`src/rtl/core/key_state_autorepeat_tracker_assert.svh`:
```
// assertion macros shared by the key state autorepeat tracker rtl
`ifndef KEY_STATE_AUTOREPEAT_TRACKER_ASSERT_SVH
`define KEY_STATE_AUTOREPEAT_TRACKER_ASSERT_SVH

// same-cycle implication, checked on every clock edge outside reset
`define KSAT_ASSERT_NOW(lbl, ante, cons, msg) \
   lbl: assert property (@(posedge clock) disable iff (reset) (ante) |-> (cons)) \
      else $error(msg);

// next-cycle implication, checked on every clock edge outside reset
`define KSAT_ASSERT_NEXT(lbl, ante, cons, msg) \
   lbl: assert property (@(posedge clock) disable iff (reset) (ante) |=> (cons)) \
      else $error(msg);

`endif

```
`src/rtl/core/ksat_pkg.sv`:
```
// shared types and constants of the key state autorepeat tracker
package ksat_pkg;

   // fixed field widths
   localparam int KEY_WIDTH         = 32;
   localparam int TIME_WIDTH        = 32;
   localparam int MS_WIDTH          = 16;
   localparam int KEY_INDEX_WIDTH   = 5;
   localparam int DIR_WIDTH         = 3;
   localparam int CSR_INDEX_WIDTH   = 3;
   localparam int CSR_DATA_WIDTH    = 16;
   localparam int REQ_DATA_WIDTH    = 64;
   localparam int RSP_DATA_WIDTH    = 104;

   // default key count
   localparam int NUM_KEYS_DEFAULT  = 32;

   // register indexes
   localparam logic [CSR_INDEX_WIDTH-1:0] CSR_REPEAT_DELAY    = 3'd0;
   localparam logic [CSR_INDEX_WIDTH-1:0] CSR_REPEAT_INTERVAL = 3'd1;
   localparam logic [CSR_INDEX_WIDTH-1:0] CSR_DOWN_INDEX      = 3'd2;
   localparam logic [CSR_INDEX_WIDTH-1:0] CSR_LEFT_INDEX      = 3'd3;
   localparam logic [CSR_INDEX_WIDTH-1:0] CSR_RIGHT_INDEX     = 3'd4;
   localparam logic [CSR_INDEX_WIDTH-1:0] CSR_UP_INDEX        = 3'd5;

   // register reset values
   localparam logic [MS_WIDTH-1:0]        REPEAT_DELAY_RESET    = 16'd400;
   localparam logic [MS_WIDTH-1:0]        REPEAT_INTERVAL_RESET = 16'd100;
   localparam logic [KEY_INDEX_WIDTH-1:0] DOWN_INDEX_RESET      = 5'd0;
   localparam logic [KEY_INDEX_WIDTH-1:0] LEFT_INDEX_RESET      = 5'd1;
   localparam logic [KEY_INDEX_WIDTH-1:0] RIGHT_INDEX_RESET     = 5'd2;
   localparam logic [KEY_INDEX_WIDTH-1:0] UP_INDEX_RESET        = 5'd3;

   // four-way direction codes
   typedef enum logic [DIR_WIDTH-1:0] {
      DIR_NONE  = 3'd0,
      DIR_UP    = 3'd1,
      DIR_DOWN  = 3'd2,
      DIR_LEFT  = 3'd3,
      DIR_RIGHT = 3'd4
   } dir_type;

   // frame-wide values every key lane sees
   typedef struct packed {
      logic                  accept;
      logic [TIME_WIDTH-1:0] now;
      logic [MS_WIDTH-1:0]   delay;
      logic [MS_WIDTH:0]     threshold;
      logic [TIME_WIDTH-1:0] rebase;
   } lane_ctl_type;

   // direction key positions
   typedef struct packed {
      logic [KEY_INDEX_WIDTH-1:0] up;
      logic [KEY_INDEX_WIDTH-1:0] down;
      logic [KEY_INDEX_WIDTH-1:0] left;
      logic [KEY_INDEX_WIDTH-1:0] right;
   } dir_idx_type;

   // one finished result
   typedef struct packed {
      dir_type              direction;
      logic [KEY_WIDTH-1:0] repeated;
      logic [KEY_WIDTH-1:0] triggered;
      logic [KEY_WIDTH-1:0] pressed;
   } rsp_item_type;

endpackage

```
`src/rtl/core/ksat_dir.sv`:
```
// four-way direction latch with opposite-direction lockout
module ksat_dir (
   input  logic                          clock,
   input  logic                          reset,
   input  logic                          accept,
   input  logic [ksat_pkg::KEY_WIDTH-1:0] held,
   input  ksat_pkg::dir_idx_type         dir_idx,
   output ksat_pkg::dir_type             dir_next
);
   import ksat_pkg::*;

   dir_type dir_ff;
   dir_type dir_in;

   // up or down first, then left or right
   always_comb begin
      if (held[dir_idx.up] && dir_ff != DIR_DOWN) begin
         dir_next = DIR_UP;
      end else if (held[dir_idx.down] && dir_ff != DIR_UP) begin
         dir_next = DIR_DOWN;
      end else if (held[dir_idx.left] && dir_ff != DIR_RIGHT) begin
         dir_next = DIR_LEFT;
      end else if (held[dir_idx.right] && dir_ff != DIR_LEFT) begin
         dir_next = DIR_RIGHT;
      end else begin
         dir_next = DIR_NONE;
      end
   end

   // latch on each accepted frame
   assign dir_in = accept ? dir_next : dir_ff;

   always_ff @(posedge clock) begin
      if (reset) begin
         dir_ff <= DIR_NONE;
      end else begin
         dir_ff <= dir_in;
      end
   end

endmodule

```
`config.mk`:
```
export PLATFORM = sky130hd
export DESIGN_NAME = ksat_dir
export DESIGN_NICKNAME = d
export VERILOG_FILES = /design/src/rtl/core/key_state_autorepeat_tracker_assert.svh /design/src/rtl/core/ksat_pkg.sv /design/src/rtl/core/ksat_dir.sv
export SDC_FILE = /design/constraint.sdc
export NUM_CORES = 1
export LEC_CHECK = 0
export ABC_AREA = 1
export BUFFER_PORTS_ARGS = -buffer_cell sky130_fd_sc_hd__buf_2
export CORE_MARGIN = 5
export CORE_UTILIZATION = 45
export CTS_CLUSTER_SIZE = 25
export DETAILED_ROUTE_END_ITERATION = 8
export HOLD_SLACK_MARGIN = 0.15
export PLACE_DENSITY = 0.81
export SYNTH_ARGS = -nofsm -noshare
export SYNTH_HDL_FRONTEND = slang
export SYNTH_SLANG_ARGS = --single-unit
```
`constraint.sdc`:
```
create_clock -name clock -period 1.1 [get_ports clock]
set_input_delay 0.055 -clock clock [delete_from_list [all_inputs] [get_ports clock]]
set_output_delay 0.055 -clock clock [all_outputs]
set_load 0.005 [all_outputs]
```
==> impl_metrics.toml <==
[run_status]
status = "finished with violations"
violations = "negative setup slack"

[routing]
route.detailed.drc = 0
wl_met3_um = 949
drt-vias-per-instance = 5.840
drt-total-wl_mm = 6.700
dr.pass1.iters = 7
drtAntennaViolNets = 0
wl_met2_mm = 3.132
highest_layer = "met4"
met1_length_mm = 2.317
vias = 2622
wl_per_cell_um = 14.92
drtIter0Drc = 303

[timing]
min_period_over_period_pct = 127.6
slew_headroom_pct = 84.22
clock_skew_ns = 0.003734
setup_viol = 6
slew_violations = 0
fmax_ghz = 0.7127
hold_viol = 0
tightest_slew_ns = 0.2342
rsz0062_at_grt = "yes"
setup_ws_ns = -0.3031
period_minus_slack_ns = 1.403

[yosys]
synthCells = 335
synth_edf_count = 0
syn_area_um2 = 1574
syn_nets = 390
seq_area_frac_synth_pct = 3.816
ys_warn_count = 0
synth_area_leaders = "nand2_1, nand3_1, buf_6, inv_1, dfxtp_1"
yosys.area.top_type = "nand2_1"
async_flop_share_pct = 0
synth_common_cells = "nand2_1, nand3_1, inv_1"
ys_seq_elements = 3
yosys.area.top_type_share_pct = 39.11
ys_types = 21
ys.flop_type = "dfxtp_1"
avgSynthCellArea_um2 = 4.699
yosysMostFrequentCell = "nand2_1"

[setup_path]
r2r_slack_ns = -0.03
cp_num_cells = 13
cp_top_family = "simple AND/OR/NAND/NOR gates"
r2r-start = "dir_ff[2]"
reg2regPathDepth = 8
end_kind = "output port"
worstPathMaxFanout = 8
slowest_stage = "clkinvlp_4"
path_class = "in2out"
required_ns = 1.04
crit_chain = "buf_6 -> clkinvlp_4 -> nand3_2 -> nand3_1 -> nand2_1 -> nand2_1 -> nand3b_1 -> nand3_2 -> nand2_2 -> inv_2 -> nand2_2 -> inv_1 -> buf_2"
slowest_delay_ns = 0.20
arrival_ns = 1.35
cp_num_buf_inv = 5
r2r-end = "dir_ff[1]"
start_kind = "input port"

[grt]
antenna_found_initial = 0
grt_max_degree = 17
grt_pass1_wl_mm = 9.763
grt_pass1_vias = 2185
overflow = 0
track_usage_pct = 23.73

[hold_path]
worstHoldStart = "dir_idx[4]"
hp-class = "in2reg"
min_path_cells = 6
whs_endpoint = "dir_ff[2]"

[placed_design]
placedCellCount = 440
gp_congestion = 0.9166
place.detailed.hpwl_mm = 4.556
io_buffers = 57
pre_cts_ws_ns = -0.2920

[cts]
h-tree-depth = 1
path_clk_slew_ns = 0.04
clockBufferDepth = 2
cts_tree = "built"
root_buffer = "clkbuf_4"
clock_sinks = 3
insertion_delay_ns = 0.24
numCtsBuffers = 3

[floorplan]
core_area_um2 = 3363
io_pins = 58
die_height_um = 69.14
dieWidth_um = 69.14
rows = 21
die_area_um2 = 4780
initial_utilization_pct = 46.80

[cells_and_area]
regMostFlops = "dir_ff"
antennaDiodeCount = 0
fin_cells = 449
largest_reg_flops = 3
final_layout_size_suffix_gt1_share_pct = 36.48
final_nets = 459
fillers = 320
syn_to_final_growth_pct = 46.90
largestRegisters = "dir_ff x3"

[pwr]
finalPower_uw = 1349
net-switching-power_uw = 677.9
powerDensity_nw_per_um2 = 583.5
p_sw_share_pct = 50.24
p_int_uw = 671.3
power_leakage_uw = 0.001269
comb_power_share_pct = 75.0
p_seq_share_pct = 9.7
ir_worst_vdd_mv = 0.4956
power_frac_clock_pct = 15.2

[flow_run]
drv_cap = 0
worst min-delay path, delay by kind of cell:
family | cells | cell delay [ns]
simple gates | 4 | 0.27
buf+inv | 1 | 0.09
compound gates | 1 | 0.04
how the worst max path moves through the flow:
| stage | startpoint | endpoint | slack (ns) |
|---|---|---|---|
| final | dir_idx[11] | dir_next[2] | -0.30 |
| after global placement | dir_idx[15] | dir_next[2] | -0.28 |
| after detailed placement | dir_idx[15] | dir_next[2] | -0.29 |
| after global routing | dir_idx[15] | dir_next[1] | -0.35 |
| after floorplan | dir_idx[15] | dir_ff[2] | -0.03 |
| after CTS | dir_idx[15] | dir_next[2] | -0.23 |
power by group through the flow:
stage	clock network, uW	registers, uW	logic [uW]
finish	206	131	1010
global route	216	133	1100
CTS	201	128	855
detailed placement	0	130	792
global placement	0	129	780
floorplan	0	127	515
routing by layer:
layer | up-vias | GRT usage, %
li1 | 1220 | -
met1 | 1154 | 29.81
met2 | 204 | 40.04
met3 | 44 | 4.942
met4 | 0 | 7.809
met5 | - | 0
cell families (layout without fill, tap and decap cells):
kind of cell | count (synthesis) | after routing | share of synthesized area, %
compound gates | 7 | 7 | 2.464
buf+inv | 43 | 111 | 16.69
flops | 3 | 3 | 3.816
simple gates | 282 | 282 | 77.03
metrics by stage:
| step | util (%) | instance area [um^2] | TNS, ns | hold slack (ns) |
|---|---|---|---|---|
| 4_1_cts | 61.31 | 2062 | -0.5821 | 0.2962 |
| 5_1_grt | 68.75 | 2312 | -1.213 | 0.3331 |
| 6_report | 68.75 | 2312 | -0.9258 | 0.2705 |
| 3_3_place_gp | 57.51 | 1934 | -1.505 | 0.3058 |
| 2_1_floorplan | - | 1594 | -0.07382 | 0.1392 |
| 3_5_place_dp | 57.51 | 1934 | -1.567 | 0.3098 |
repair_timing:
| item | 4_1_cts | 5_1_grt |
|---|---|---|
| hold buffers | 2 | 0 |
| hold endpoints to repair | 3 | 0 |
| cloned | 2 | 0 |
| endpoints found under the setup margin | 6 | 6 |
| buffers inserted | 1 | 1 |
| pin swaps | 10 | 43 |
| resized for setup | 18 | 67 |
cell usage in the layout (no fill, tap or decap), drive strengths merged, types with 2 or more instances in the layout:
cell         instances
o21ai                5
nand3              104
buf                 77
dfxtp                3
nand3b               3
clkinvlp             2
clkbuf               4
nor2                10
dlygate4sd3          2
inv                 25
a21oi                2
nand2              165
cell type report:
type | count | area, um^2 | area share [%]
flip-flops and latches | 3 | 62.56 | 2.706
clock buffers | 4 | 26.28 | 1.136
repair inverters | 1 | 16.27 | 0.7035
repair buffers | 79 | 539.3 | 23.32
well taps | 46 | 57.56 | 2.489
inverters | 27 | 141.4 | 6.115
multi-input cells | 289 | 1469 | 63.53
Power figures use the tool's default switching activity.
