File: src/rtl/core/key_state_autorepeat_tracker_assert.svh
// assertion macros shared by the key state autorepeat tracker rtl
`ifndef KEY_STATE_AUTOREPEAT_TRACKER_ASSERT_SVH
`define KEY_STATE_AUTOREPEAT_TRACKER_ASSERT_SVH

// same-cycle implication, checked on every clock edge outside reset
`define KSAT_ASSERT_NOW(lbl, ante, cons, msg) \
   lbl: assert property (@(posedge clock) disable iff (reset) (ante) |-> (cons)) \
      else $error(msg);

// next-cycle implication, checked on every clock edge outside reset
`define KSAT_ASSERT_NEXT(lbl, ante, cons, msg) \
   lbl: assert property (@(posedge clock) disable iff (reset) (ante) |=> (cons)) \
      else $error(msg);

`endif

File: src/rtl/core/ksat_pkg.sv
// shared types and constants of the key state autorepeat tracker
package ksat_pkg;

   // fixed field widths
   localparam int KEY_WIDTH         = 32;
   localparam int TIME_WIDTH        = 32;
   localparam int MS_WIDTH          = 16;
   localparam int KEY_INDEX_WIDTH   = 5;
   localparam int DIR_WIDTH         = 3;
   localparam int CSR_INDEX_WIDTH   = 3;
   localparam int CSR_DATA_WIDTH    = 16;
   localparam int REQ_DATA_WIDTH    = 64;
   localparam int RSP_DATA_WIDTH    = 104;

   // default key count
   localparam int NUM_KEYS_DEFAULT  = 32;

   // register indexes
   localparam logic [CSR_INDEX_WIDTH-1:0] CSR_REPEAT_DELAY    = 3'd0;
   localparam logic [CSR_INDEX_WIDTH-1:0] CSR_REPEAT_INTERVAL = 3'd1;
   localparam logic [CSR_INDEX_WIDTH-1:0] CSR_DOWN_INDEX      = 3'd2;
   localparam logic [CSR_INDEX_WIDTH-1:0] CSR_LEFT_INDEX      = 3'd3;
   localparam logic [CSR_INDEX_WIDTH-1:0] CSR_RIGHT_INDEX     = 3'd4;
   localparam logic [CSR_INDEX_WIDTH-1:0] CSR_UP_INDEX        = 3'd5;

   // register reset values
   localparam logic [MS_WIDTH-1:0]        REPEAT_DELAY_RESET    = 16'd400;
   localparam logic [MS_WIDTH-1:0]        REPEAT_INTERVAL_RESET = 16'd100;
   localparam logic [KEY_INDEX_WIDTH-1:0] DOWN_INDEX_RESET      = 5'd0;
   localparam logic [KEY_INDEX_WIDTH-1:0] LEFT_INDEX_RESET      = 5'd1;
   localparam logic [KEY_INDEX_WIDTH-1:0] RIGHT_INDEX_RESET     = 5'd2;
   localparam logic [KEY_INDEX_WIDTH-1:0] UP_INDEX_RESET        = 5'd3;

   // four-way direction codes
   typedef enum logic [DIR_WIDTH-1:0] {
      DIR_NONE  = 3'd0,
      DIR_UP    = 3'd1,
      DIR_DOWN  = 3'd2,
      DIR_LEFT  = 3'd3,
      DIR_RIGHT = 3'd4
   } dir_type;

   // frame-wide values every key lane sees
   typedef struct packed {
      logic                  accept;
      logic [TIME_WIDTH-1:0] now;
      logic [MS_WIDTH-1:0]   delay;
      logic [MS_WIDTH:0]     threshold;
      logic [TIME_WIDTH-1:0] rebase;
   } lane_ctl_type;

   // direction key positions
   typedef struct packed {
      logic [KEY_INDEX_WIDTH-1:0] up;
      logic [KEY_INDEX_WIDTH-1:0] down;
      logic [KEY_INDEX_WIDTH-1:0] left;
      logic [KEY_INDEX_WIDTH-1:0] right;
   } dir_idx_type;

   // one finished result
   typedef struct packed {
      dir_type              direction;
      logic [KEY_WIDTH-1:0] repeated;
      logic [KEY_WIDTH-1:0] triggered;
      logic [KEY_WIDTH-1:0] pressed;
   } rsp_item_type;

endpackage

File: src/rtl/core/ksat_lane.sv
// one key lane: repeat stamp and press or repeat decision
module ksat_lane (
   input  logic                  clock,
   input  logic                  reset,
   input  ksat_pkg::lane_ctl_type key_ctl,
   input  logic                  held_bit,
   input  logic                  prev_bit,
   output logic                  fire
);
   import ksat_pkg::*;

   logic [TIME_WIDTH-1:0] stamp_ff;
   logic [TIME_WIDTH-1:0] stamp_in;
   logic [TIME_WIDTH-1:0] elapsed;
   logic                  past_delay;
   logic                  past_interval;

   // hold time since the stamp, modulo 2^32
   assign elapsed       = key_ctl.now - stamp_ff;
   assign past_delay    = elapsed > {{(TIME_WIDTH-MS_WIDTH){1'b0}}, key_ctl.delay};
   // elapsed - delay >= interval, without the second subtract
   assign past_interval = {1'b0, elapsed} >=
                          {{(TIME_WIDTH-MS_WIDTH){1'b0}}, key_ctl.threshold};

   // fire on first held frame, then on each repeat
   assign fire = held_bit & (~prev_bit | (past_delay & past_interval));

   // new stamp: now on press, now minus delay on repeat
   always_comb begin
      stamp_in = stamp_ff;
      if (key_ctl.accept && fire) begin
         stamp_in = prev_bit ? key_ctl.rebase : key_ctl.now;
      end
   end

   always_ff @(posedge clock) begin
      if (reset) begin
         stamp_ff <= '0;
      end else begin
         stamp_ff <= stamp_in;
      end
   end

endmodule

File: config.mk
export PLATFORM = sky130hd
export DESIGN_NAME = ksat_lane
export DESIGN_NICKNAME = d
export VERILOG_FILES = /design/src/rtl/core/key_state_autorepeat_tracker_assert.svh /design/src/rtl/core/ksat_pkg.sv /design/src/rtl/core/ksat_lane.sv
export SDC_FILE = /design/constraint.sdc
export NUM_CORES = 1
export LEC_CHECK = 0
export BUFFER_PORTS_ARGS = -buffer_cell sky130_fd_sc_hd__buf_4
export CAP_MARGIN = 20
export CORE_MARGIN = 5
export CORE_UTILIZATION = 57
export DETAILED_ROUTE_END_ITERATION = 7
export PLACE_DENSITY = 0.81
export SYNTH_ARGS = -nofsm -noshare
export SYNTH_HDL_FRONTEND = slang
export SYNTH_SLANG_ARGS = --single-unit
File: constraint.sdc
create_clock -name clock -period 5.05 [get_ports clock]
set_clock_uncertainty 0.15 [all_clocks]
set_input_delay 0.2525 -clock clock [delete_from_list [all_inputs] [get_ports clock]]
set_output_delay 0.2525 -clock clock [all_outputs]
set_load 0.05 [all_outputs]
==> summary.md <==
| Metric | Value |
|---|---|
| Drt total wl | `12,900 um` |
| CTS tree | `yes` |
| F_max | `209 MHz` |
| Mean number of vias per cell | `5.97` |
| Final hold violation count | `0` |
| Clock sinks | `32` |
| Worst hold path class | `input port to flip-flop` |
| PwrDens | `222 nW/um^2` |
| Number of global-route vias before repair | `4,562` |
| Main synth FF type | `dfxtp_1` |
| Post-Syn Area | `4720 sq um` |
| Largest family of logic cells by synthesized area | `compound AO/OA/AOI/OAI gates` |
| Net total in the final layout | `830` |
| Number of I/O port buffers | `102` |
| Largest register FFs | `32` |
| Ports | `103` |
| RePlAce Congestion | `0.942` |
| Post-Syn Nets | `750` |
| Hold Buf Count CTS | `0` |
| Largest net degree at the start of global routing | `36` |
| Commonest non-fill, non-tap cell in the layout | `buf_4` |
| Post-synth ARST share | `0` |
| Drt drc | `0` |
| # rows | `33` |
| Placeable Area | `8130 sq um` |
| Routed Antenna Nets | `0` |
| Largest reg by FF count | `stamp_ff` |
| Global-route usage over all layers | `0.250` |
| Critical R2R Launch | `stamp_ff[1]` |
| CTS Buffer Depth | `2` |
| Tmin final | `4.77 ns` |
| Post-synthesis sequential area ratio | `0.136` |
| First-pass GRT wire length | `20,900 um` |
| Simple logic cell fraction of the synthesized area | `0.133` |
| Hold path start | `key_ctl[31]` |
| DR vias | `4,595` |
| Synth Instances | `584` |
| Clk pin slew, worst setup/hold paths | `0.07 ns` |
| Worst Hold Depth | `4` |
| Chip width | `101 um` |
| Crit path launch type | `flip-flop` |
| Endpoints failing setup | `0` |
| Top Usage Layer GRT | `met2` |
| Multiplexer share of the synthesized area | `0.0766` |
| RSZ-0062 raised after global routing | `false` |
| Status | `complete, no violations` |
| Most frequent cells in the layout | `buf_4 (107), inv_1 (70), ha_1 (63), a21oi_1 (47), mux2i_1 (35)` |
| Crit share post-route | `0.945` |
| XOR/XNOR Fraction of Synth Area | `0.0390` |
| Worst path required time | `4.65 ns` |
| Worst skew pair latency | `0.29 ns` |
| Leak | `2.55 nW` |
| Met3 Track Usage GR | `0.0339` |
| Setup TNS Final | `0 ns` |
| Syn_area_per_cell | `8.08 sq um` |
| Die ar. | `10,200 sq um` |
| Met1 usage in global routing | `0.291` |
| Hold Crit Endpoint | `stamp_ff[31]` |
| CTS Buf Count | `5` |
| Die Span Y | `101 um` |
| Initial antenna violation count | `0` |
| Setup Crit Path Kind | `flip-flop to output port` |
| Post-DR wirelength/cell | `16.8 um` |
| Netlist cell types | `69` |
| Post-layout util | `0.673` |
| Clock Root Buffer | `clkbuf_8` |
| Max FO, Critical Path | `13` |
| Area grow syn2layout | `16.0%` |
| Worst Reg-to-Reg Cells | `21` |
| Post-synth EDFFs | `0` |
| Hpwl dp | `10,700 um` |
| Number of inserted diodes | `0` |
| Worst relative slew slack | `0.640` |
| Layout cells sized above 1 | `0.248` |
| Largest registers | `stamp_ff (32)` |
| Complex-gate fraction of the synthesized area | `0.321` |
| DR iter-0 viols | `187` |
| Maxcap violations | `0` |
| H-Tree Depth | `2` |
| Starting Density | `0.580` |
| Worst slew pin tran | `0.541 ns` |
| Worst r2r dst | `stamp_ff[11]` |
| CP endpoint kind | `output port` |
| Max VDD drop | `0.000122 V` |
| GR Overflow Total | `0` |
| Slew Limit Fails | `0` |
| Flops & latches, synth | `32` |
| Pre-antenna DRT Iters | `5` |
| M2 GR Usage | `0.473` |
| R2r setup slk | `0.47 ns` |
| Power Total | `1.22 mW` |
| Post-Synth Adder-Cell Area | `0.171` |
| Ys Warns | `0` |
| Worst EP arrival | `4.37 ns` |
timing repair:
action / in CTS / in global routing
endpoints found under the setup margin: 0 / 1
endpoints found under the hold margin: 0 / 0
buffers inserted: 0 / 0
gates resized for setup: 0 / 4
area by class of cell:
class,instances,area [sq um]
Fill cell,700,2660
Multi-Input combinational cell,448,3510
Clock inverter,1,30.0
Clock buffer,7,96.3
Inverter,70,263
Sequential cell,32,641
Tap cell,105,131
Timing Repair Buffer,107,803
layer usage:
layer | part of all wire | wire length, um
met4 | 0.021 | 272
met2 | 0.52 | 6750
met1 | 0.40 | 5180
met3 | 0.057 | 744
met5 | 0 | 0
kinds of logic after synthesis:
logic type,count (synthesis)
xor gates and xnor gates,21
DFF,32
muxes,36
and+or+nand+nor,118
AOI/OAI and AO/OA,209
buffers and inverters,104
adders and majority gates,64
synth_stat cells (all sizes together) (7+ instances only):
cell / n / area, sq um
a21o: 17 / 128
a21oi: 77 / 498
a31o: 33 / 289
buf: 21 / 169
clkbuf: 10 / 121
dfxtp: 32 / 641
ha: 63 / 788
inv: 70 / 263
mux2i: 35 / 350
nand2: 35 / 141
nand3: 11 / 55.1
nand4: 16 / 115
nor2: 26 / 97.6
nor3: 11 / 70.1
o21a: 7 / 52.6
o21ai: 31 / 159
xnor2: 12 / 105
xor2: 9 / 78.8
stage by stage:
step	setup slack (ns)	hold slack (ns)	instance area [sq um]	std cells
floorplan	0.744	0.253	4720	584
global placement	0.514	0.292	5340	762
detailed placement	0.406	0.298	5340	762
CTS	0.232	0.272	5460	770
global route	0.0180	0.277	5480	770
finish	0.275	0.268	5480	770
report_power, final:
group / internal, mW / switching (mW) / total [mW]
Sequential: 0.270 / 0.00550 / 0.275
Clock: 0.174 / 0.100 / 0.274
Combinational: 0.292 / 0.376 / 0.669
worst max-delay path: stages, from the launching register on:
cell and delay [ns]:
dfxtp_1 0.37, inv_1 0.07, ha_1 0.26, nor2b_1 0.15, o2111ai_1 0.27, nand2_1 0.14
a21o_1 0.20, a21o_1 0.19, a21oi_1 0.14, o21bai_1 0.08, xor2_1 0.21, ha_1 0.29
a21o_1 0.18, a21o_1 0.17, a21oi_1 0.15, o21ai_0 0.11, a2bb2oi_1 0.17, nor3_2 0.26
nand4_4 0.26, and2_1 0.25, buf_4 0.18
how the worst max path moves through the flow:
stage                      from           to  depth (start not counted)
floorplan           stamp_ff[3]         fire                         20
global placement    key_ctl[65]  stamp_ff[2]                         21
detailed placement  key_ctl[65]  stamp_ff[2]                         21
CTS                 stamp_ff[3]         fire                         20
global route        stamp_ff[0]         fire                         19
finish              stamp_ff[1]         fire                         20
Power figures use the tool's default switching activity.
