**config.mk**
```make
export PLATFORM = sky130hd
export DESIGN_NAME = ksat_merge
export DESIGN_NICKNAME = d
export VERILOG_FILES = /design/src/rtl/core/key_state_autorepeat_tracker_assert.svh /design/src/rtl/core/ksat_pkg.sv /design/src/rtl/core/ksat_merge.sv
export SDC_FILE = /design/constraint.sdc
export NUM_CORES = 1
export LEC_CHECK = 0
export BUFFER_PORTS_ARGS = -buffer_cell sky130_fd_sc_hd__buf_2
export CORE_ASPECT_RATIO = 0.9
export CORE_UTILIZATION = 30
export CTS_CLUSTER_SIZE = 12
export DETAILED_ROUTE_END_ITERATION = 7
export PLACE_DENSITY = 0.54
export RECOVER_POWER = 50
export SYNTH_ARGS = -nofsm -noshare
export SYNTH_HDL_FRONTEND = slang
export SYNTH_SLANG_ARGS = --single-unit
```
**constraint.sdc**
```tcl
create_clock -name clock -period 8.13 [get_ports clock]
set_clock_uncertainty 0.2 [all_clocks]
set_input_delay 0.4065 -clock clock [delete_from_list [all_inputs] [get_ports clock]]
set_output_delay 0.4065 -clock clock [all_outputs]
set_load 0.01 [all_outputs]
```
**src/rtl/core/key_state_autorepeat_tracker_assert.svh**
```systemverilog
// assertion macros shared by the key state autorepeat tracker rtl
`ifndef KEY_STATE_AUTOREPEAT_TRACKER_ASSERT_SVH
`define KEY_STATE_AUTOREPEAT_TRACKER_ASSERT_SVH

// same-cycle implication, checked on every clock edge outside reset
`define KSAT_ASSERT_NOW(lbl, ante, cons, msg) \
   lbl: assert property (@(posedge clock) disable iff (reset) (ante) |-> (cons)) \
      else $error(msg);

// next-cycle implication, checked on every clock edge outside reset
`define KSAT_ASSERT_NEXT(lbl, ante, cons, msg) \
   lbl: assert property (@(posedge clock) disable iff (reset) (ante) |=> (cons)) \
      else $error(msg);

`endif

```
**src/rtl/core/ksat_pkg.sv**
```systemverilog
// shared types and constants of the key state autorepeat tracker
package ksat_pkg;

   // fixed field widths
   localparam int KEY_WIDTH         = 32;
   localparam int TIME_WIDTH        = 32;
   localparam int MS_WIDTH          = 16;
   localparam int KEY_INDEX_WIDTH   = 5;
   localparam int DIR_WIDTH         = 3;
   localparam int CSR_INDEX_WIDTH   = 3;
   localparam int CSR_DATA_WIDTH    = 16;
   localparam int REQ_DATA_WIDTH    = 64;
   localparam int RSP_DATA_WIDTH    = 104;

   // default key count
   localparam int NUM_KEYS_DEFAULT  = 32;

   // register indexes
   localparam logic [CSR_INDEX_WIDTH-1:0] CSR_REPEAT_DELAY    = 3'd0;
   localparam logic [CSR_INDEX_WIDTH-1:0] CSR_REPEAT_INTERVAL = 3'd1;
   localparam logic [CSR_INDEX_WIDTH-1:0] CSR_DOWN_INDEX      = 3'd2;
   localparam logic [CSR_INDEX_WIDTH-1:0] CSR_LEFT_INDEX      = 3'd3;
   localparam logic [CSR_INDEX_WIDTH-1:0] CSR_RIGHT_INDEX     = 3'd4;
   localparam logic [CSR_INDEX_WIDTH-1:0] CSR_UP_INDEX        = 3'd5;

   // register reset values
   localparam logic [MS_WIDTH-1:0]        REPEAT_DELAY_RESET    = 16'd400;
   localparam logic [MS_WIDTH-1:0]        REPEAT_INTERVAL_RESET = 16'd100;
   localparam logic [KEY_INDEX_WIDTH-1:0] DOWN_INDEX_RESET      = 5'd0;
   localparam logic [KEY_INDEX_WIDTH-1:0] LEFT_INDEX_RESET      = 5'd1;
   localparam logic [KEY_INDEX_WIDTH-1:0] RIGHT_INDEX_RESET     = 5'd2;
   localparam logic [KEY_INDEX_WIDTH-1:0] UP_INDEX_RESET        = 5'd3;

   // four-way direction codes
   typedef enum logic [DIR_WIDTH-1:0] {
      DIR_NONE  = 3'd0,
      DIR_UP    = 3'd1,
      DIR_DOWN  = 3'd2,
      DIR_LEFT  = 3'd3,
      DIR_RIGHT = 3'd4
   } dir_type;

   // frame-wide values every key lane sees
   typedef struct packed {
      logic                  accept;
      logic [TIME_WIDTH-1:0] now;
      logic [MS_WIDTH-1:0]   delay;
      logic [MS_WIDTH:0]     threshold;
      logic [TIME_WIDTH-1:0] rebase;
   } lane_ctl_type;

   // direction key positions
   typedef struct packed {
      logic [KEY_INDEX_WIDTH-1:0] up;
      logic [KEY_INDEX_WIDTH-1:0] down;
      logic [KEY_INDEX_WIDTH-1:0] left;
      logic [KEY_INDEX_WIDTH-1:0] right;
   } dir_idx_type;

   // one finished result
   typedef struct packed {
      dir_type              direction;
      logic [KEY_WIDTH-1:0] repeated;
      logic [KEY_WIDTH-1:0] triggered;
      logic [KEY_WIDTH-1:0] pressed;
   } rsp_item_type;

endpackage

```
**src/rtl/core/ksat_merge.sv**
```systemverilog
// two-entry result queue that gathers lane and direction results
module ksat_merge (
   input  logic                   clock,
   input  logic                   reset,
   input  logic                   push,
   input  ksat_pkg::rsp_item_type push_item,
   input  logic                   pop,
   output logic                   has_room,
   output logic                   item_valid,
   output ksat_pkg::rsp_item_type item
);
   import ksat_pkg::*;

   rsp_item_type entry_ff [2];
   logic [1:0]   count_ff;
   logic [1:0]   count_in;
   logic         wr_ptr_ff;
   logic         wr_ptr_in;
   logic         rd_ptr_ff;
   logic         rd_ptr_in;
   logic         do_push;
   logic         do_pop;

   assign has_room   = count_ff != 2'd2;
   assign item_valid = count_ff != 2'd0;
   assign item       = entry_ff[rd_ptr_ff];
   assign do_push    = push && has_room;
   assign do_pop     = pop && item_valid;

   // pointer and fill count
   always_comb begin
      wr_ptr_in = do_push ? ~wr_ptr_ff : wr_ptr_ff;
      rd_ptr_in = do_pop ? ~rd_ptr_ff : rd_ptr_ff;
      count_in  = count_ff;
      if (do_push && !do_pop) begin
         count_in = count_ff + 2'd1;
      end else if (do_pop && !do_push) begin
         count_in = count_ff - 2'd1;
      end
   end

   always_ff @(posedge clock) begin
      if (reset) begin
         count_ff  <= 2'd0;
         wr_ptr_ff <= 1'b0;
         rd_ptr_ff <= 1'b0;
      end else begin
         count_ff  <= count_in;
         wr_ptr_ff <= wr_ptr_in;
         rd_ptr_ff <= rd_ptr_in;
      end
   end

   // result storage, no reset needed
   always_ff @(posedge clock) begin
      if (do_push) begin
         entry_ff[wr_ptr_ff] <= push_item;
      end
   end

endmodule

```
==> results.json, run 1 <==
{
  "io_pins": 204,
  "vias": 4177,
  "syn-num-nets": 436,
  "grt_pass1_vias": 4428,
  "grt.total_usage": 0.114,
  "yosysUniqueCellTypes": 19,
  "slew_viol_final": 91,
  "gp_congestion": 0.738,
  "arrival_ns": 4.12,
  "antenna_found_initial": 0,
  "finalCritPeriodShare": 0.513,
  "layout_min_cycle_time_ns": 4.17,
  "r2r_slack_ns": 3.96,
  "p_per_area_nw_per_um2": 286,
  "drc": 0,
  "final_layout_size_suffix_gt1_frac": 0.401,
  "syn_area_um2": 7390,
  "fp.dieW_um": 167,
  "cts_max_level": 1,
  "crit_type": "reg -> reg",
  "drt_wl_total_um": 14900,
  "core-area_um2": 24200,
  "post_drt_wl_per_cell_um": 15.3,
  "die_area_um2": 25300,
  "cp.required_ns": 8.08,
  "ir_drop_v": 0.000179,
  "outcome": "finished, violations left",
  "endpoint_kind": "flip-flop",
  "p_sw_frac": 0.262,
  "syn_avg_cell_area_um2": 22.3,
  "n_antenna_cell": 0,
  "ys_ff_latch": 203,
  "crit_chain": "nand2b_1 > nand3b_1 > clkinvlp_2 > buf_4",
  "worst_skew_pair.late_latency_ns": 0.50,
  "cts_root_buf": "clkbuf_16",
  "rsz0062_at_grt": "false",
  "start_util": 0.306,
  "grt_remaining_overflow": 0,
  "crit_family": "buffers and inverters",
  "maxSlewHeadroom": -0.552,
  "leakage_nw": 3.69,
  "numClockSinks": 203,
  "hold_viol": 0,
  "startpoint_type": "flip-flop",
  "dp.final_hpwl_um": 9190,
  "max_stage_delay_ns": 1.75,
  "ant_nets": 0,
  "clkPwrFrac": 0.303,
  "first_iter_violations": 188,
  "violations": "max-capacitance violations, max-slew violations",
  "yosys_warnings": 0,
  "power.switching_mw": 0.773,
  "worst_pin_slew_ns": 2.31,
  "fin_nets": 755,
  "grt_max_degree": 60,
  "setup_tns_ns": 0,
  "synth-seq-area-share": 0.818,
  "finalSetupViolations": 0,
  "io_buffers": 203,
  "path_buf_inv": 2,
  "crit_slowest_cell": "clkinvlp_2",
  "crit_fanout": 52,
  "die_h_um": 151,
  "tritoncts": "yes",
  "cts_buffers": 22,
  "post_drt_via_cell_ratio": 4.30,
  "cts.clk_slew.worst_paths_ns": 0.06,
  "cellInternalPower_mw": 2.17,
  "ctsLongestPathBuffers": 3,
  "pwr-share-comb": 0.230,
  "max-cap-violations": 2,
  "grt_pass1_wl_um": 22600,
  "max_freq_mhz": 240,
  "syn_to_final_growth_pct": 39.4,
  "seqPwrFrac": 0.467,
  "whs_ns": 0.0476,
  "dr.pass1.iters": 4,
  "rows": 54,
  "synthCells": 332,
  "hold_class": "in -> reg"
}
==> placed cells by master, fill, tap and decap left out, drive strengths merged <==
cell type / Yosys / layout
edfxtp: 198 / 198
buf: 11 / 133
clkbuf: 0 / 104
dlygate4sd3: 0 / 100
mux2: 99 / 99
dfxtp: 5 / 5
clkinv: 0 / 5
xor2: 3 / 3
nor2: 3 / 3
o21ai: 2 / 2
a21oi: 2 / 2
clkinvlp: 0 / 2
nand2b: 1 / 1
and2: 1 / 1
or2: 1 / 1
and3: 1 / 1
nand3b: 1 / 1
or3: 1 / 1
a21bo: 1 / 1
ha: 1 / 1
==> tightest hold or removal path, delay by kind of cell <==
kind	cells	cell delay, ns
AO/OA/AOI/OAI	2	0.18
buffers and inverters	1	0.11
==> layout make-up <==
cell class / count / area [um^2]
well taps: 308 / 385
flip-flops and latches: 203 / 6050
clock buffers: 31 / 616
multi-input cells: 117 / 1270
fillers: 2230 / 13900
clock inverters: 6 / 30.0
inverters: 1 / 5.00
repair buffers: 306 / 1950
==> metal layers <==
metal,share of wire,up-vias,global-route usage
met2,0.49,144,0.200
met3,0.064,30,0.0282
met5,0,-,0
met1,0.41,2048,0.137
met4,0.029,0,0.0394
li1,-,1955,-
==> Yosys cell counts <==
master / count / area share
and3_1: 1 / 0.00085
buf_6: 3 / 0.0046
a21bo_2: 1 / 0.0014
mux2_2: 89 / 0.14
o21ai_0: 2 / 0.0014
and2_1: 1 / 0.00085
ha_1: 1 / 0.0017
nand3b_1: 1 / 0.0010
xor2_1: 3 / 0.0036
or2_2: 1 / 0.00085
mux2_4: 10 / 0.020
buf_2: 8 / 0.0054
edfxtp_1: 198 / 0.80
dfxtp_1: 5 / 0.014
a21oi_1: 2 / 0.0014
inv_1: 1 / 0.00051
nand2b_1: 1 / 0.00085
nor2_1: 3 / 0.0015
or3_1: 1 / 0.00085
==> worst paths after layout <==
| path | startpoint | endpoint | depth (start not counted) |
|---|---|---|---|
| max | count_ff[0]$_SDFFE_PP0P_ | entry_ff[0][1]$_DFFE_PP_ | 4 |
| max reg2reg | count_ff[0]$_SDFFE_PP0P_ | entry_ff[0][1]$_DFFE_PP_ | 4 |
| min | push | wr_ptr_ff$_SDFFE_PP0P_ | 3 |
| min reg2reg | rd_ptr_ff$_SDFFE_PP0P_ | rd_ptr_ff$_SDFFE_PP0P_ | 2 |
==> sequential cells by signal, indices dropped and copies added, names as in the netlist, named ones only <==
signal and count:
entry_ff 198, rd_ptr_ff 1, count_ff 2, wr_ptr_ff 1
==> power by group through the flow <==
stage / Combinational [mW] / Sequential [mW] / Clock (mW)
3_3_place_gp: 0.647 / 1.39 / 0
4_1_cts: 0.699 / 1.38 / 0.928
3_5_place_dp: 0.656 / 1.40 / 0
2_1_floorplan: 0.443 / 1.36 / 0
6_report: 0.678 / 1.38 / 0.894
5_1_grt: 0.736 / 1.39 / 0.962
==> cell families (layout without fill, tap and decap cells) <==
family / count (synthesis) / after routing / share of synthesized area
AOI/OAI and AO/OA: 5 / 5 / 0.00406
xor gates and xnor gates: 3 / 3 / 0.00355
adders and majority gates: 1 / 1 / 0.00169
buffers and inverters: 12 / 344 / 0.0105
DFF: 203 / 203 / 0.818
muxes: 99 / 99 / 0.156
and+or+nand+nor: 9 / 9 / 0.00677
==> metrics by stage <==
step | area (um^2) | setup slack [ns] | std cells | total power, mW | utilization
2_1_floorplan | 7390 | 4.48 | 332 | 1.81 | -
3_3_place_gp | 8760 | 5.40 | 835 | 2.04 | 0.362
3_5_place_dp | 8760 | 5.35 | 835 | 2.05 | 0.362
4_1_cts | 10400 | 4.79 | 972 | 3.00 | 0.430
5_1_grt | 10300 | 3.51 | 972 | 3.09 | 0.426
6_report | 10300 | 3.96 | 972 | 2.95 | 0.426
==> timing repair <==
action	4_1_cts	5_1_grt
hold endpoints to repair	203	0
setup buffers	0	0
hold buffers	100	0
resized for setup	0	0
Power figures use the tool's default switching activity.
==> run 2: changes to the inputs <==
Settings changed: PLACE_DENSITY 0.54 to 0.56.
Clock period 8.13 ns to 3.6 ns, I/O delays scaled along.
==> run 2 against run 1 <==
Against the previous run: the flow now finishes without violations; wire length is 1.2% higher; sequential power increased by 130%; final cell count grew 0.51%; die area did not move; count of clock-buffer cells in the layout grew 3; design area up 1.3%; non-clock buffer count rose by 4; largest power group unchanged; critical endpoint is now item[62]; critical path depth shrank 1.
==> results.json, run 2 (synthesis results as in run 1) <==
{
  "stdcell_count": 977,
  "first_iter_violations": 168,
  "core-area_um2": 24200,
  "ant_nets": 0,
  "grt_pass1_wl_um": 22600,
  "grt_remaining_overflow": 0,
  "n_antenna_cell": 0,
  "finalCritPeriodShare": 0.745,
  "cts.clk_slew.worst_paths_ns": 0.06,
  "io_pins": 204,
  "setup_tns_ns": 0,
  "outcome": "finished, final reports clean",
  "hold_viol": 0,
  "layout_min_cycle_time_ns": 2.68,
  "endpoint_kind": "primary output",
  "gp_congestion": 0.812,
  "cts_max_level": 1,
  "crit_type": "reg -> out",
  "largestRegisters": "entry_ff: 198 flops, count_ff: 2 flops",
  "seqCellArea_um2": 6050,
  "finalSetupViolations": 0,
  "ir_drop_v": 0.000330,
  "fin_nets": 759,
  "cts_root_buf": "clkbuf_16",
  "dr.pass1.iters": 4,
  "hold_buffers": 103,
  "die_area_um2": 25300,
  "rows": 54,
  "grt.total_usage": 0.114,
  "ctsLongestPathBuffers": 3,
  "grt_pass1_vias": 4418,
  "cp.required_ns": 3.22,
  "antenna_found_initial": 0,
  "final_layout_size_suffix_gt1_frac": 0.392,
  "worst_pin_slew_ns": 1.17,
  "p_per_area_nw_per_um2": 660,
  "max_freq_mhz": 373,
  "largest-register": "entry_ff",
  "mostFrequentLayoutCells": "edfxtp_1 (198), buf_2 (123), dlygate4sd3_1 (103)",
  "slew_viol_final": 0,
  "cts_resized": 0,
  "largest_reg_flops": 198,
  "numClockSinks": 203,
  "drc": 0,
  "start_util": 0.306,
  "worst_skew_pair.late_latency_ns": 0.49,
  "die_h_um": 151,
  "cts_buffers": 22,
  "startpoint_type": "flip-flop",
  "fp.dieW_um": 167,
  "io_buffers": 203,
  "final_common_cell": "edfxtp_1",
  "leakage_nw": 3.74,
  "maxSlewHeadroom": 0.220,
  "dp.final_hpwl_um": 9210,
  "syn_to_final_growth_pct": 41.3,
  "hold_class": "in -> reg",
  "post_drt_wl_per_cell_um": 15.4,
  "post_drt_via_cell_ratio": 4.29,
  "grt_max_degree": 55,
  "max-cap-violations": 0,
  "multi_input_area_um2": 1270,
  "rsz0062_at_grt": "false",
  "arrival_ns": 2.30,
  "tritoncts": "yes",
  "vias": 4195,
  "place_inst": 836,
  "crit_fanout": 51,
  "drt_wl_total_um": 15100,
  "fillers": 2195,
  "post_cts_buffers": 0
}
run 2: cell count changes in the layout (fill, tap and decap cells not counted), moves of 2 or more:
cell,change
buf_12,+3
clkinv_2,-2
bufinv_16,+2
buf_4,-2
clkbuf_8,+2
buf_2,-6
clkbuf_1,+8
dlygate4sd3_1,+3
run 2: final cells by class:
class,instances,area share
inverters,1,0.000599
repair buffers,310,0.193
clock inverters,4,0.00659
clock buffers,34,0.0619
well taps,308,0.0369
flip-flops and latches,203,0.579
multi-input cells,117,0.122
run 2: worst paths after layout:
path / start / end / slack [ns] / cells after the start
worst max-delay path: flip-flop / item[62] / 0.92 / 3
worst min-delay path: push_item[81] / entry_ff[1][81]$_DFFE_PP_ / 0.21 / 2
worst max register to register: count_ff[0]$_SDFFE_PP0P_ / entry_ff[1][78]$_DFFE_PP_ / 1.00 / 3
worst min register to register: count_ff[1]$_SDFFE_PP0P_ / count_ff[1]$_SDFFE_PP0P_ / 0.32 / 2
run 2: through the flow:
stage	utilization	hold slack [ns]	setup slack [ns]	power (mW)	cell area (um^2)
4_1_cts	0.436	0.181	0.856	7.02	10500
5_1_grt	0.432	0.182	0.796	7.19	10400
6_report	0.432	0.209	0.920	6.90	10400
3_5_place_dp	0.364	0.172	1.32	4.67	8800
3_3_place_gp	0.364	0.169	1.39	4.64	8800
2_1_floorplan	-	0.0491	0.299	4.07	7400
run 2: power by group:
group	total (mW)	leakage [nW]	internal (mW)	switching, mW
Sequential	3.11	1.89	2.95	0.151
Combinational	1.56	1.50	0.791	0.772
Clock	2.23	0.348	1.37	0.857
run 2: critical path, cell delays in order, from the launching register on:
cell	delay [ns]
dfxtp_4	0.81
buf_12	0.38
mux2_2	0.40
buf_2	0.14
run 2: routing by layer:
| layer | vias up | wire, um | GRT usage |
|---|---|---|---|
| met5 | - | 0 | 0 |
| met4 | 0 | 402 | 0.0376 |
| met3 | 25 | 888 | 0.0316 |
| met2 | 135 | 7280 | 0.192 |
| met1 | 2071 | 6480 | 0.142 |
| li1 | 1964 | - | - |
